**src/rtl/core/qoie_pkg.sv**
```systemverilog
package qoie_pkg;

  typedef logic [23:0] pixel_t;
  typedef logic [7:0]  byte_t;

  localparam int unsigned IndexDepth = 64;
  localparam int unsigned HashW      = $clog2(IndexDepth);
  localparam int unsigned HashBias   = (255 * 11) % IndexDepth;

  localparam int unsigned MaxBodyBytes = 5;
  localparam int unsigned QueueDepth   = 2;

  localparam byte_t OP_RUN_BASE = 8'd191;
  localparam byte_t OP_RUN_FULL = 8'd253;
  localparam byte_t OP_RGB      = 8'd254;
  localparam byte_t OP_DIFF     = 8'd64;
  localparam byte_t OP_LUMA     = 8'd160;
  localparam byte_t END_LAST    = 8'd1;
  localparam byte_t END_FILL    = 8'd0;

  localparam logic [5:0] RUN_LIMIT = 6'd62;
  localparam logic [3:0] END_BYTES = 4'd8;

  typedef logic [HashW-1:0] hash_t;

  // One pixel's bytes: up to five body bytes, then the end marker if flagged.
  typedef struct packed {
    logic                                end_mark;
    logic [2:0]                          cnt;
    logic [MaxBodyBytes-1:0][7:0]        bytes;
  } entry_t;

  typedef struct packed {
    logic   valid;
    entry_t entry;
  } head_t;

  function automatic hash_t qoi_hash(input byte_t r, input byte_t g, input byte_t b);
    logic [11:0] s;
    s = {4'b0, r} * 12'd3 + {4'b0, g} * 12'd5 + {4'b0, b} * 12'd7 + 12'(HashBias);
    return s[HashW-1:0];
  endfunction

endpackage

```
**src/rtl/core/qoie_ram.sv**
```systemverilog
module qoie_ram #(
  parameter int unsigned Width = 24,
  parameter int unsigned Depth = 64
) (
  input  logic                     clk_i,
  input  logic                     we_i,
  input  logic [$clog2(Depth)-1:0] waddr_i,
  input  logic [Width-1:0]         wdata_i,
  input  logic                     re_i,
  input  logic [$clog2(Depth)-1:0] raddr_i,
  output logic [Width-1:0]         rdata_o
);

  logic [Width-1:0] mem_q [Depth];
  logic [Width-1:0] rdata_q;

  always_ff @(posedge clk_i) begin
    if (we_i) begin
      mem_q[waddr_i] <= wdata_i;
    end
    if (re_i) begin
      rdata_q <= mem_q[raddr_i];
    end
  end

  assign rdata_o = rdata_q;

endmodule

```
**src/rtl/core/qoie_front.sv**
```systemverilog
module qoie_front import qoie_pkg::*; (
  input  logic   clk_i,
  input  logic   rst_ni,
  input  logic   in_valid_i,
  output logic   in_stall_o,
  input  byte_t  red_i,
  input  byte_t  green_i,
  input  byte_t  blue_i,
  input  logic   final_pixel_i,
  output logic   push_o,
  output entry_t push_entry_o,
  input  logic   q_full_i
);

  logic   accept, s1_adv;
  hash_t  in_hash;

  logic   s1_valid_q, s1_valid_d;
  pixel_t s1_pix_q;
  hash_t  s1_hash_q;
  logic   s1_last_q;
  logic   fwd_q;
  pixel_t fwd_pix_q;
  pixel_t prev_q, prev_d;
  logic [5:0] run_q, run_d;
  logic [IndexDepth-1:0] idx_valid_q, idx_valid_d;
  pixel_t ram_rdata, entry_pix;

  logic rep, hit, pre, post;
  logic [5:0] run_inc;
  byte_t pre_byte;
  logic [3:0][7:0] code_b;
  logic [2:0] code_len;
  logic signed [8:0] dr, dg, db;
  logic signed [9:0] drg, dbg;
  logic [8:0] dr2, dg2, db2;
  logic [9:0] drg8, dbg8;
  logic is_diff, is_luma;
  entry_t ent;

  assign in_hash    = qoi_hash(red_i, green_i, blue_i);
  assign in_stall_o = s1_valid_q && q_full_i;
  assign accept     = in_valid_i && !in_stall_o;
  assign s1_adv     = s1_valid_q && !q_full_i;

  qoie_ram #(
    .Width($bits(pixel_t)),
    .Depth(IndexDepth)
  ) u_index (
    .clk_i  (clk_i),
    .we_i   (s1_adv),
    .waddr_i(s1_hash_q),
    .wdata_i(s1_pix_q),
    .re_i   (accept),
    .raddr_i(in_hash),
    .rdata_o(ram_rdata)
  );

  always_comb begin
    entry_pix = idx_valid_q[s1_hash_q] ? ram_rdata : '0;
    if (fwd_q) begin
      entry_pix = fwd_pix_q;
    end

    rep     = (s1_pix_q == prev_q);
    hit     = (entry_pix == s1_pix_q);
    run_inc = run_q + 6'd1;

    dr   = $signed({1'b0, s1_pix_q[23:16]}) - $signed({1'b0, prev_q[23:16]});
    dg   = $signed({1'b0, s1_pix_q[15:8]})  - $signed({1'b0, prev_q[15:8]});
    db   = $signed({1'b0, s1_pix_q[7:0]})   - $signed({1'b0, prev_q[7:0]});
    drg  = $signed({dr[8], dr}) - $signed({dg[8], dg});
    dbg  = $signed({db[8], db}) - $signed({dg[8], dg});
    dr2  = dr + 9'sd2;
    dg2  = dg + 9'sd2;
    db2  = db + 9'sd2;
    drg8 = drg + 10'sd8;
    dbg8 = dbg + 10'sd8;

    is_diff = (dr >= -9'sd2) && (dr <= 9'sd1) && (dg >= -9'sd2) && (dg <= 9'sd1) &&
              (db >= -9'sd2) && (db <= 9'sd1);
    is_luma = (dg >= -9'sd32) && (dg <= 9'sd31) && (drg >= -10'sd8) &&
              (drg <= 10'sd7) && (dbg >= -10'sd8) && (dbg <= 10'sd7);

    code_b   = '0;
    code_len = 3'd0;
    if (rep) begin
      pre      = (run_inc == RUN_LIMIT);
      pre_byte = OP_RUN_FULL;
      run_d    = pre ? 6'd0 : run_inc;
    end else begin
      pre      = (run_q != 6'd0);
      pre_byte = OP_RUN_BASE + {2'b0, run_q};
      run_d    = 6'd0;
      priority if (hit) begin
        code_b[0] = {2'b0, s1_hash_q};
        code_len  = 3'd1;
      end else if (is_diff) begin
        code_b[0] = OP_DIFF | {2'b0, dr2[1:0], dg2[1:0], db2[1:0]};
        code_len  = 3'd1;
      end else if (is_luma) begin
        code_b[0] = OP_LUMA + dg[7:0];
        code_b[1] = {drg8[3:0], dbg8[3:0]};
        code_len  = 3'd2;
      end else begin
        code_b   = {s1_pix_q[7:0], s1_pix_q[15:8], s1_pix_q[23:16], OP_RGB};
        code_len = 3'd4;
      end
    end
    post = s1_last_q && rep && (run_d != 6'd0);

    ent          = '0;
    ent.end_mark = s1_last_q;
    if (post) begin
      ent.bytes[0] = OP_RUN_BASE + {2'b0, run_d};
      ent.cnt      = 3'd1;
    end else if (pre) begin
      ent.bytes = {code_b, pre_byte};
      ent.cnt   = code_len + 3'd1;
    end else begin
      ent.bytes = {8'h00, code_b};
      ent.cnt   = code_len;
    end

    prev_d      = prev_q;
    idx_valid_d = idx_valid_q;
    if (s1_last_q) begin
      prev_d      = '0;
      run_d       = 6'd0;
      idx_valid_d = '0;
    end else begin
      prev_d                 = s1_pix_q;
      idx_valid_d[s1_hash_q] = 1'b1;
    end

    s1_valid_d = s1_valid_q;
    if (accept) begin
      s1_valid_d = 1'b1;
    end else if (s1_adv) begin
      s1_valid_d = 1'b0;
    end
  end

  assign push_o       = s1_adv && ((ent.cnt != 3'd0) || ent.end_mark);
  assign push_entry_o = ent;

  always_ff @(posedge clk_i or negedge rst_ni) begin
    if (!rst_ni) begin
      s1_valid_q  <= 1'b0;
      fwd_q       <= 1'b0;
      prev_q      <= '0;
      run_q       <= '0;
      idx_valid_q <= '0;
    end else begin
      s1_valid_q <= s1_valid_d;
      if (accept) begin
        fwd_q <= s1_adv && !s1_last_q && (s1_hash_q == in_hash);
      end
      if (s1_adv) begin
        prev_q      <= prev_d;
        run_q       <= run_d;
        idx_valid_q <= idx_valid_d;
      end
    end
  end

  always_ff @(posedge clk_i) begin
    if (accept) begin
      s1_pix_q  <= {red_i, green_i, blue_i};
      s1_hash_q <= in_hash;
      s1_last_q <= final_pixel_i;
      fwd_pix_q <= s1_pix_q;
    end
  end

endmodule

```
**src/rtl/core/qoie_fifo.sv**
```systemverilog
module qoie_fifo import qoie_pkg::*; (
  input  logic   clk_i,
  input  logic   rst_ni,
  input  logic   push_i,
  input  entry_t push_entry_i,
  output logic   full_o,
  input  logic   pop_i,
  output head_t  head_o
);

  localparam int unsigned PtrW = $clog2(QueueDepth);

  entry_t             slot_q [QueueDepth];
  logic [PtrW-1:0]    wr_ptr_q, rd_ptr_q;
  logic [PtrW:0]      level_q, level_d;
  logic               do_push, do_pop;

  assign full_o       = (level_q == (PtrW+1)'(QueueDepth));
  assign do_push      = push_i && !full_o;
  assign do_pop       = pop_i && (level_q != '0);
  assign head_o.valid = (level_q != '0);
  assign head_o.entry = slot_q[rd_ptr_q];

  always_comb begin
    level_d = level_q;
    unique case ({do_push, do_pop})
      2'b10:   level_d = level_q + 1'b1;
      2'b01:   level_d = level_q - 1'b1;
      default: level_d = level_q;
    endcase
  end

  always_ff @(posedge clk_i or negedge rst_ni) begin
    if (!rst_ni) begin
      wr_ptr_q <= '0;
      rd_ptr_q <= '0;
      level_q  <= '0;
    end else begin
      level_q <= level_d;
      if (do_push) begin
        wr_ptr_q <= wr_ptr_q + 1'b1;
      end
      if (do_pop) begin
        rd_ptr_q <= rd_ptr_q + 1'b1;
      end
    end
  end

  always_ff @(posedge clk_i) begin
    if (do_push) begin
      slot_q[wr_ptr_q] <= push_entry_i;
    end
  end

endmodule

```
**src/rtl/core/qoie_back.sv**
```systemverilog
module qoie_back import qoie_pkg::*; (
  input  logic  clk_i,
  input  logic  rst_ni,
  input  head_t head_i,
  output logic  pop_o,
  output logic  out_valid_o,
  input  logic  out_stall_i,
  output byte_t code_byte_o,
  output logic  last_of_run_o
);

  logic [3:0] pos_q, total;
  logic       is_last, load;
  logic       out_valid_q;
  byte_t      byte_d, byte_q;
  logic       last_q;

  always_comb begin
    total   = {1'b0, head_i.entry.cnt} + (head_i.entry.end_mark ? END_BYTES : 4'd0);
    is_last = (pos_q == total - 4'd1);
    if (pos_q < {1'b0, head_i.entry.cnt}) begin
      byte_d = head_i.entry.bytes[pos_q[2:0]];
    end else if (is_last) begin
      byte_d = END_LAST;
    end else begin
      byte_d = END_FILL;
    end
  end

  assign load          = head_i.valid && (!out_valid_q || !out_stall_i);
  assign pop_o         = load && is_last;
  assign out_valid_o   = out_valid_q;
  assign code_byte_o   = byte_q;
  assign last_of_run_o = last_q;

  always_ff @(posedge clk_i or negedge rst_ni) begin
    if (!rst_ni) begin
      pos_q       <= '0;
      out_valid_q <= 1'b0;
    end else begin
      if (load) begin
        out_valid_q <= 1'b1;
        pos_q       <= is_last ? 4'd0 : pos_q + 4'd1;
      end else if (!out_stall_i) begin
        out_valid_q <= 1'b0;
      end
    end
  end

  always_ff @(posedge clk_i) begin
    if (load) begin
      byte_q <= byte_d;
      last_q <= is_last;
    end
  end

endmodule

```
**src/rtl/core/qoi_rgb_pixel_encoder_core.sv**
```systemverilog
// QOI encoder for RGB pixels, header not included. One pixel is taken per
// cycle while in_stall_o is low and one code byte is delivered per cycle
// while out_stall_i is low; a run, index or diff code is one byte, luma
// two, full RGB four, and the end marker after the final pixel adds eight,
// while repeated pixels that only extend a run produce no output byte. The
// single byte-wide output port sets the sustained rate; a two-entry queue
// between classification and byte output absorbs short bursts before the
// input stalls. With the queue empty, a pixel passes from its input registers
// through the queue into the output byte register. The 64-entry pixel index
// is cleared at once on reset and after each final pixel, so the next image
// can follow without a gap.
module qoi_rgb_pixel_encoder_core import qoie_pkg::*; (
  input  logic  clk_i,
  input  logic  rst_ni,
  input  logic  in_valid_i,
  output logic  in_stall_o,
  input  byte_t red_i,
  input  byte_t green_i,
  input  byte_t blue_i,
  input  logic  final_pixel_i,
  output logic  out_valid_o,
  input  logic  out_stall_i,
  output byte_t code_byte_o,
  output logic  last_of_run_o
);

  logic   push, q_full, pop;
  entry_t push_entry;
  head_t  head;

  qoie_front u_front (
    .clk_i        (clk_i),
    .rst_ni       (rst_ni),
    .in_valid_i   (in_valid_i),
    .in_stall_o   (in_stall_o),
    .red_i        (red_i),
    .green_i      (green_i),
    .blue_i       (blue_i),
    .final_pixel_i(final_pixel_i),
    .push_o       (push),
    .push_entry_o (push_entry),
    .q_full_i     (q_full)
  );

  qoie_fifo u_fifo (
    .clk_i       (clk_i),
    .rst_ni      (rst_ni),
    .push_i      (push),
    .push_entry_i(push_entry),
    .full_o      (q_full),
    .pop_i       (pop),
    .head_o      (head)
  );

  qoie_back u_back (
    .clk_i        (clk_i),
    .rst_ni       (rst_ni),
    .head_i       (head),
    .pop_o        (pop),
    .out_valid_o  (out_valid_o),
    .out_stall_i  (out_stall_i),
    .code_byte_o  (code_byte_o),
    .last_of_run_o(last_of_run_o)
  );

endmodule

```
**config.mk**
```make
export PLATFORM = sky130hd
export DESIGN_NAME = qoi_rgb_pixel_encoder_core
export DESIGN_NICKNAME = d
export VERILOG_FILES = /design/src/rtl/core/qoie_pkg.sv /design/src/rtl/core/qoie_ram.sv /design/src/rtl/core/qoie_front.sv /design/src/rtl/core/qoie_fifo.sv /design/src/rtl/core/qoie_back.sv /design/src/rtl/core/qoi_rgb_pixel_encoder_core.sv
export SDC_FILE = /design/constraint.sdc
export NUM_CORES = 2
export LEC_CHECK = 0
export BUFFER_PORTS_ARGS = -buffer_cell sky130_fd_sc_hd__clkbuf_2
export CORE_UTILIZATION = 43
export DETAILED_ROUTE_END_ITERATION = 7
export GPL_TIMING_DRIVEN = 1
export HOLD_SLACK_MARGIN = 0.03
export SYNTH_ARGS = -nofsm -noshare
export SYNTH_HDL_FRONTEND = slang
export SYNTH_SLANG_ARGS = --single-unit
```
**constraint.sdc**
```tcl
create_clock -name clk_i -period 8.35 [get_ports clk_i]
set_input_delay 1.67 -clock clk_i [delete_from_list [all_inputs] [get_ports clk_i]]
set_output_delay 1.67 -clock clk_i [all_outputs]
set_load 0.005 [all_outputs]
```
After elaboration in Yosys (flattened, before gate mapping)
Memory sizes are Yosys's and may differ from the RTL's. A register that Yosys moved wholly into a read port is not among the register bits.
Index checks and enable logic that the tools add are counted.
- flip-flop bits (word level): 169
- bits in writable memories: 1624
- input bits: 29
- logic and storage cells: 151
- memories: 2
- memories (name ; depth ; width ; read ports ; clocked after Yosys merged registers in ; wr ports ; line ; text):
    u_front.u_index.mem_q ; 64 ; 24 ; 1 ; 1 ; 1 ; qoie_ram.sv:14 ; logic [Width-1:0] mem_q [Depth];
    u_fifo.slot_q ; 2 ; 44 ; 1 ; 0 ; 1 ; qoie_fifo.sv:13 ; entry_t slot_q [QueueDepth];
- add/sub/neg operators: 25
- $mul: 3
- magnitude comparators: 16
- equal/unequal tests: 9
- muxes and demuxes: 43
- bitwise logic cells: 1
- reductions and logical operators: 36
- operators by type and width (operator ; number):
    $mux W24 ; 5
    $mux W32 ; 2
    $mux W64 ; 1
    $or A64 B64 Y64 ; 1
    $eq A24 B24 Y1 ; 2
    $mux W8 ; 6
    $mux W43 ; 1
    $mux W16 ; 2
    $ge A9 B2 Y1 const B ; 3
    $le A9 B2 Y1 const B ; 3
    $sub A8 B8 Y9 ; 3
    $bmux W8 S3 ; 1
    $logic_and A1 B1 Y1 ; 23
    $ge A10 B4 Y1 const B ; 2
    $le A10 B4 Y1 const B ; 2
    $sub A9 B9 Y10 ; 2
    $mux W6 ; 3
    $add A8 B6 Y8 const A ; 2
    $mul A8 B3 Y6 const B ; 2
    $mux W3 ; 5
    $add A6 B6 Y6 ; 2
    $mux W1 ; 12
    $reduce_bool A6 Y1 ; 2
    $ge A9 B6 Y1 const B ; 1
    other kinds (32) ; 45

Depth between registers and ports, before layout
- depth in word-level cells: 20
- depth in mapped cells: 26

Hierarchy
A second synthesis with hierarchy kept.
- cells, all modules: 4035
- area, all modules: 75165.8 um2
- modules (own cells, without submodules) (module ; times used ; cells an instance ; area each (um2) ; seq. area each (um2)):
    qoie_ram ; 1 ; 2610 ; 59535.8 ; 46844.9
    qoie_front ; 1 ; 1175 ; 11187.0 ; 4053.9
    qoie_fifo ; 1 ; 155 ; 3400.8 ; 2742.6
    qoie_back ; 1 ; 95 ; 1042.2 ; 395.4

Worst setup path before layout
No wires, ideal clock.
- path kind: register to register
- from: register u_front.s1_pix_q[8]
- to: memory u_fifo.slot_q[0][0] in the netlist's numbering (enable)
- arrival: 7.224 ns
- required time: 7.904 ns
- setup slack: 0.681 ns
- cell stages (with the launch flop): 23
- buffers on the path: 1
- clock period less this slack: 7.669 ns
- cell sequence: edfxtp_1 -> inv_1 -> ha_1 -> fa_1 -> nand2b_1 -> a21oi_1 -> nor3_1 -> or2_2 -> ha_1 -> o21ai_0 -> nand2b_1 -> xnor3_1 -> or4_1 -> a211o_1 -> mux2i_4 -> o21ai_2 -> clkbuf_1 -> nor2_1 -> ha_1 -> nand2_1 -> a21oi_1 -> o31ai_2 -> nor2_1
- cells in the longest elaborated chain, start to end: 20
- elaborated cells on any way between the ends: 40
- RTL lines (item ; line ; text):
    start: declaration ; qoie_front.sv:19 ; pixel_t s1_pix_q;
    start signal: assignment ; qoie_front.sv:169 ; s1_pix_q <= {red_i, green_i, blue_i};
    $sub A8 B8 Y9 ; qoie_front.sv:70 ; dg = $signed({1'b0, s1_pix_q[15:8]}) - $signed({1'b0, prev_q[15:8]});
    $sub A9 B9 Y10 (tied with other cells) ; qoie_front.sv:72 ; drg = $signed({dr[8], dr}) - $signed({dg[8], dg});
    $ge A10 B4 Y1 / $logic_and A1 B1 Y1 (equally long branches) ; qoie_front.sv:82 ; is_luma = (dg >= -9'sd32) && (dg <= 9'sd31) && (drg >= -10'sd8) &&
    $logic_and A1 B1 Y1 (2 in series) ; qoie_front.sv:82 ;
    $logic_and A1 B1 Y1 (2 in series) ; qoie_front.sv:83 ; (drg <= 10'sd7) && (dbg >= -10'sd8) && (dbg <= 10'sd7);
    $mux W3 ; qoie_front.sv:101 ; end else if (is_luma) begin
    $mux W3 ; qoie_front.sv:98 ; end else if (is_diff) begin
    $mux W3 ; qoie_front.sv:95 ; priority if (hit) begin
    (+2 left out) ; - ;
    $mux W43 ; qoie_front.sv:117 ; end else if (pre) begin
    $mux W3 (*) ; qoie_front.sv:114 ; if (post) begin
    $reduce_bool A3 Y1 (*) ; qoie_front.sv:144 ; assign push_o = s1_adv && ((ent.cnt != 3'd0) || ent.end_mark);
    $logic_or A1 B1 Y1 (*) ; qoie_front.sv:144 ;
    $logic_and A1 B1 Y1 (*) ; qoie_front.sv:144 ;
    $logic_and A1 B1 Y1 (*) ; qoie_fifo.sv:19 ; assign do_push = push_i && !full_o;
    $mux W1 (*) ; qoie_fifo.sv:50 ; if (do_push) begin
    $mux W1 (not written as such) (*) ; qoie_fifo.sv:51 ; slot_q[wr_ptr_q] <= push_entry_i;
    end: declaration ; qoie_fifo.sv:13 ;
Mark *: on every way between the ends. The rest lies on a longest branch, timed or not.

Worst setup path after layout
- from: register u_front.s1_pix_q[9]
- to: register u_fifo.level_q[1]
- cells in the longest elaborated chain, start to end: 20
- elaborated cells on any way between the ends: 42
- RTL lines (item ; line ; text):
    $sub A8 B8 Y9 ; qoie_front.sv:70 ;
    $sub A9 B9 Y10 (tied with other cells) ; qoie_front.sv:72 ;
    $ge A10 B4 Y1 / $logic_and A1 B1 Y1 (equally long branches) ; qoie_front.sv:82 ;
    $logic_and A1 B1 Y1 (2 in series) ; qoie_front.sv:82 ;
    $logic_and A1 B1 Y1 (2 in series) ; qoie_front.sv:83 ;
    $mux W3 ; qoie_front.sv:101 ;
    $mux W3 ; qoie_front.sv:98 ;
    $mux W3 ; qoie_front.sv:95 ;
    (+2 left out) ; - ;
    $mux W43 ; qoie_front.sv:117 ;
    $mux W3 (*) ; qoie_front.sv:114 ;
    $reduce_bool A3 Y1 (*) ; qoie_front.sv:144 ;
    $logic_or A1 B1 Y1 (*) ; qoie_front.sv:144 ;
    $logic_and A1 B1 Y1 (*) ; qoie_front.sv:144 ;
    $logic_and A1 B1 Y1 (*) ; qoie_fifo.sv:19 ;
    $eq A2 B1 Y1 / $eq A2 B2 Y1 (equally long branches) ; qoie_fifo.sv:26 ; unique case ({do_push, do_pop})
    $pmux W2 S2 / $reduce_bool A2 Y1 (equally long branches) ; - ;
    end signal: assignment ; qoie_fifo.sv:39 ; level_q <= level_d;
    end: declaration ; qoie_fifo.sv:15 ; logic [PtrW:0] level_q, level_d;
Marked as above.
A chain may end at the register's enable or synchronous reset.

==> metrics <==
run status complete, no violations; boundary pin count 40; global-route congestion overflow total 0; max-cap viol count 0; unrepaired setup endpoints after global routing false; CP Data Arrival Time 7.26 ns; post-synth net total 3,714; Synth Area per Inst 20.6 µm²; latest clock arrival within the worst-skew pair 0.86 ns; CORE AREA 171,000 µm²; first-pass iteration count of the detailed router 5; global-route wire length before repair 311 mm; nature of the critical path startpoint flop; critical path peak fanout 31; final core area utilization 49.0%; P per Cell Area 363 nW/µm²; cell type with the highest aggregate area in the netlist sky130_fd_sc_hd__edfxtp_1; beginning of the worst register-to-register path u_front.s1_pix_q[9]$_DFFE_PP_; root buf cell sky130_fd_sc_hd__clkbuf_16; DRT antenna net count 0; DR iter-0 viols 5,243; WS Path Type reg2reg; initial antenna violation count 14; count of flip-flops with a built-in enable after synthesis 1,712; P_sw 10.3 mW; Setup violations, final 0; number of global-route vias before repair 36,996; net count of the finished layout 3,859; Resized Gates After CTS 0; worst setup skew after layout 0.0816 ns; class of the worst hold path reg2reg; share of flip-flops with an asynchronous set or reset after synthesis 5.78%; total global-route track usage 26.3%; internal power 20.2 mW; largest net degree at the start of global routing 88; capturing point of the worst reg2reg path u_fifo.level_q[1]$_DFFE_PN0P_; share of cells above drive strength 1 26.4%; number of vias per cell 6.08; number of sinks driven by the clock tree 1,817; total via count in the routed design 37,818; normalized max-slew margin 19.8%; # port buffers 39; final estimated routing congestion in global placement 0.992; initial core utilization 43.3%; reg2reg setup slack 1.84 ns; number of clock buffers inserted by TritonCTS 185; Row Count 152; filler cell count in the final layout 13,805; final-layout setup total negative slack 0 ns; number of hold violations in the final report 0; Syn Inst Count 3,601; clk slew on worst S/H paths 0.06 ns; r2r worst-path depth 23; worst hold margin 0.481 ns; cell types occupying the most area after synthesis sky130_fd_sc_hd__edfxtp_1 69%, sky130_fd_sc_hd__mux4_2 16%, sky130_fd_sc_hd__dfrtp_1 3.5%; post-synthesis register bit count 1,817; Most used DFF post-synth sky130_fd_sc_hd__edfxtp_1; post-synthesis to final-layout area growth 13.2%; minimum setup slack in the final design 1.84 ns; sequential area share after synthesis 72.9%; clock network fraction of total power 26.7%; number of warnings printed during yosys synthesis 0; TritonCTS clock tree done; H-Tree Depth 4; die boundary height 417 µm; startpoint of the worst setup timing path u_front.s1_pix_q[9]$_DFFE_PP_; area taken by multi-input logic gates 19,600 µm²; setup bufs post-CTS 0; sequential fraction of design power 37.7%; number of library cell types mapped by synthesis 94; fraction of power spent switching nets 33.8%; detailed placement HPWL 150 mm; critical path endpoint u_fifo.level_q[1]$_DFFE_PN0P_; remaining design rule violation count 0; share of the cycle needed by the critical path after routing 77.9%; portion of synthesized cell area occupied by the leading cell type 69.3%; Comb power frac 35.6%; Worst Max-Slew Pin Slew 1.20 ns; CP Data Required Time 9.10 ns; maximum vdd drop 0.000378 V; CTS Buffer Depth 3; total of hold buffers inserted after clock tree synthesis 0; total die area 174,000 µm²; Die Width 417 µm; Placement Setup Slack 1.45 ns; count of cells along the worst hold path 2; final max-slew violation count 0; final critical path time including I/O delays and setup 6.51 ns; average wire per standard cell 36.3 µm; overall routed net length 226 mm; flip-flop and latch area 54,000 µm²; post-synthesis cell area 74,200 µm²; CP Capture Type flop; peak clock frequency supported by timing 154 MHz; leakage 26.9 nW
## stage by stage
step,power [mW],std cells,cell area [µm²]
floorplan,18.6,3601,74200
finish,30.5,6218,84000
CTS,30.5,6216,84000
detailed placement,22.4,5869,78000
global placement,22.3,5869,78000
global route,31.5,6216,84000
## cell type report
cell class,instances,area share [%]
Antenna cell,2,0.00596
Clock buffer,233,5.81
Clock inverter,114,1.28
Inverter,97,0.435
Multi-Input combinational cell,1510,23.4
Sequential cell,1817,64.4
Tap cell,2310,3.44
Timing Repair Buffer,135,1.30
## per-layer routing
layer  vias up  track usage [%]  share of wire, %
li1      15292                -                 -
met1     20105             34.1                37
met4         6             16.3               7.2
met5         -                0             0.015
met3       485             7.85                11
met2      1930             38.8                45
## cells in the final DEF (no fill, tap or decap), types with 14 or more instances in the layout
master	n
sky130_fd_sc_hd__o21a_1	77
sky130_fd_sc_hd__nor3_1	18
sky130_fd_sc_hd__ha_1	58
sky130_fd_sc_hd__nor2_4	67
sky130_fd_sc_hd__inv_1	95
sky130_fd_sc_hd__nand3_1	33
sky130_fd_sc_hd__a22o_1	14
sky130_fd_sc_hd__xor2_1	30
sky130_fd_sc_hd__o211ai_1	14
sky130_fd_sc_hd__mux4_2	526
sky130_fd_sc_hd__edfxtp_1	1712
sky130_fd_sc_hd__fa_1	22
sky130_fd_sc_hd__o21ai_0	46
sky130_fd_sc_hd__nand2b_1	27
sky130_fd_sc_hd__o31ai_1	30
sky130_fd_sc_hd__clkinv_1	45
sky130_fd_sc_hd__a21oi_1	38
sky130_fd_sc_hd__xnor2_1	50
sky130_fd_sc_hd__nor4_1	18
sky130_fd_sc_hd__a21o_1	16
sky130_fd_sc_hd__nor2_1	54
sky130_fd_sc_hd__buf_12	14
sky130_fd_sc_hd__mux2i_1	37
sky130_fd_sc_hd__clkbuf_1	42
sky130_fd_sc_hd__dfrtp_1	105
sky130_fd_sc_hd__nand2_1	79
sky130_fd_sc_hd__buf_4	83
sky130_fd_sc_hd__clkbuf_16	186
sky130_fd_sc_hd__clkbuf_2	38
sky130_fd_sc_hd__clkinv_2	33
sky130_fd_sc_hd__nand4_1	18
sky130_fd_sc_hd__nor2b_1	18
## power groups by stage
| stage | Sequential, mW | Combinational (mW) | Clock (mW) |
|---|---|---|---|
| floorplan | 11.6 | 7.04 | 0 |
| CTS | 11.4 | 10.8 | 8.24 |
| global placement | 11.6 | 10.7 | 0 |
| finish | 11.5 | 10.9 | 8.14 |
| global route | 11.5 | 11.4 | 8.59 |
| detailed placement | 11.6 | 10.8 | 0 |
## cells in the mapped netlist, types with 6 or more instances
cell type and instances:
sky130_fd_sc_hd__o21bai_1 6, sky130_fd_sc_hd__a31oi_1 10, sky130_fd_sc_hd__nor4_1 19, sky130_fd_sc_hd__a211o_1 8, sky130_fd_sc_hd__nand3b_1 11, sky130_fd_sc_hd__clkbuf_1 113, sky130_fd_sc_hd__dfrtp_1 105, sky130_fd_sc_hd__and3_1 11
sky130_fd_sc_hd__o31ai_1 30, sky130_fd_sc_hd__a211oi_1 6, sky130_fd_sc_hd__nor3b_1 6, sky130_fd_sc_hd__buf_2 17, sky130_fd_sc_hd__a2111oi_0 6, sky130_fd_sc_hd__buf_1 44, sky130_fd_sc_hd__o22a_1 10, sky130_fd_sc_hd__and2_1 8
sky130_fd_sc_hd__or3_1 10, sky130_fd_sc_hd__nand2_1 81, sky130_fd_sc_hd__o22ai_1 13, sky130_fd_sc_hd__nand3_1 33, sky130_fd_sc_hd__a21oi_1 38, sky130_fd_sc_hd__inv_1 96, sky130_fd_sc_hd__a22o_1 14, sky130_fd_sc_hd__nand2b_1 27
sky130_fd_sc_hd__nand4_1 18, sky130_fd_sc_hd__o211ai_1 14, sky130_fd_sc_hd__fa_1 23, sky130_fd_sc_hd__ha_1 61, sky130_fd_sc_hd__mux4_2 526, sky130_fd_sc_hd__or3b_2 6, sky130_fd_sc_hd__a21o_1 16, sky130_fd_sc_hd__a221oi_1 9
sky130_fd_sc_hd__o21a_1 77, sky130_fd_sc_hd__o21ai_0 46, sky130_fd_sc_hd__xnor2_1 52, sky130_fd_sc_hd__edfxtp_1 1712, sky130_fd_sc_hd__nor2_1 120, sky130_fd_sc_hd__nor2b_1 18, sky130_fd_sc_hd__nor3_1 18, sky130_fd_sc_hd__xor2_1 30
sky130_fd_sc_hd__mux2i_1 37
## how the worst min path moves through the flow
stage / from / to
after floorplan: u_front.prev_q[10]$_DFFE_PN0P_ / u_front.prev_q[10]$_DFFE_PN0P_
after global placement: u_front.prev_q[10]$_DFFE_PN0P_ / u_front.prev_q[10]$_DFFE_PN0P_
after detailed placement: u_front.prev_q[15]$_DFFE_PN0P_ / u_front.prev_q[15]$_DFFE_PN0P_
after CTS: u_front.prev_q[15]$_DFFE_PN0P_ / u_front.prev_q[15]$_DFFE_PN0P_
after global routing: u_front.prev_q[15]$_DFFE_PN0P_ / u_front.prev_q[15]$_DFFE_PN0P_
final: u_back.out_valid_o$_DFFE_PN0P_ / u_back.out_valid_o$_DFFE_PN0P_
## worst max-delay path, stage by stage (launching register included)
cell and delay, ns:
sky130_fd_sc_hd__edfxtp_1 0.32, sky130_fd_sc_hd__buf_4 0.41, sky130_fd_sc_hd__inv_1 0.26, sky130_fd_sc_hd__fa_1 0.50, sky130_fd_sc_hd__nand2b_1 0.20, sky130_fd_sc_hd__a21oi_1 0.18, sky130_fd_sc_hd__nor3_1 0.07, sky130_fd_sc_hd__or2_2 0.35
sky130_fd_sc_hd__ha_1 0.36, sky130_fd_sc_hd__o21a_1 0.17, sky130_fd_sc_hd__o21ai_0 0.08, sky130_fd_sc_hd__a41o_1 0.29, sky130_fd_sc_hd__maj3_1 0.35, sky130_fd_sc_hd__a31oi_1 0.29, sky130_fd_sc_hd__nor3_2 0.13, sky130_fd_sc_hd__o21ai_2 0.54
sky130_fd_sc_hd__nor2_1 0.13, sky130_fd_sc_hd__ha_1 0.33, sky130_fd_sc_hd__nor2_1 0.10, sky130_fd_sc_hd__nor2_1 0.05, sky130_fd_sc_hd__o31ai_2 0.55, sky130_fd_sc_hd__ha_1 0.37, sky130_fd_sc_hd__nor2_1 0.13, sky130_fd_sc_hd__xor2_1 0.17
## flip-flops by register name, summed over array words and instances, names as in the netlist
| name | count |
|---|---|
| u_front.run_q | 6 |
| u_back.last_of_run_o | 1 |
| u_back.code_byte_o | 8 |
| u_front.prev_q | 24 |
| u_fifo.slot_q | 88 |
| u_front.s1_hash_q | 6 |
| u_front.fwd_q | 1 |
| u_front.s1_pix_q | 24 |
| u_front.s1_valid_q | 1 |
| u_back.out_valid_o | 1 |
| u_front.fwd_pix_q | 24 |
| u_front.idx_valid_q | 64 |
| u_fifo.level_q | 2 |
| u_fifo.wr_ptr_q | 1 |
| u_fifo.rd_ptr_q | 1 |
| u_front.u_index.rdata_o | 24 |
| u_front.u_index.mem_q | 1536 |
| u_back.pos_q | 4 |
| u_front.s1_last_q | 1 |
## cell families after synthesis
logic type	Yosys count	synth area share, %
flip-flops	1817	72.9
adder cells (fa/ha/maj)	88	1.71
AND/OR/NAND/NOR	416	2.88
multiplexers	571	16.6
buffers and inverters	274	1.44
AO/OA/AOI/OAI	350	3.44
XOR/XNOR	85	1.05
Note: power is estimated with default switching activity, not from simulation.
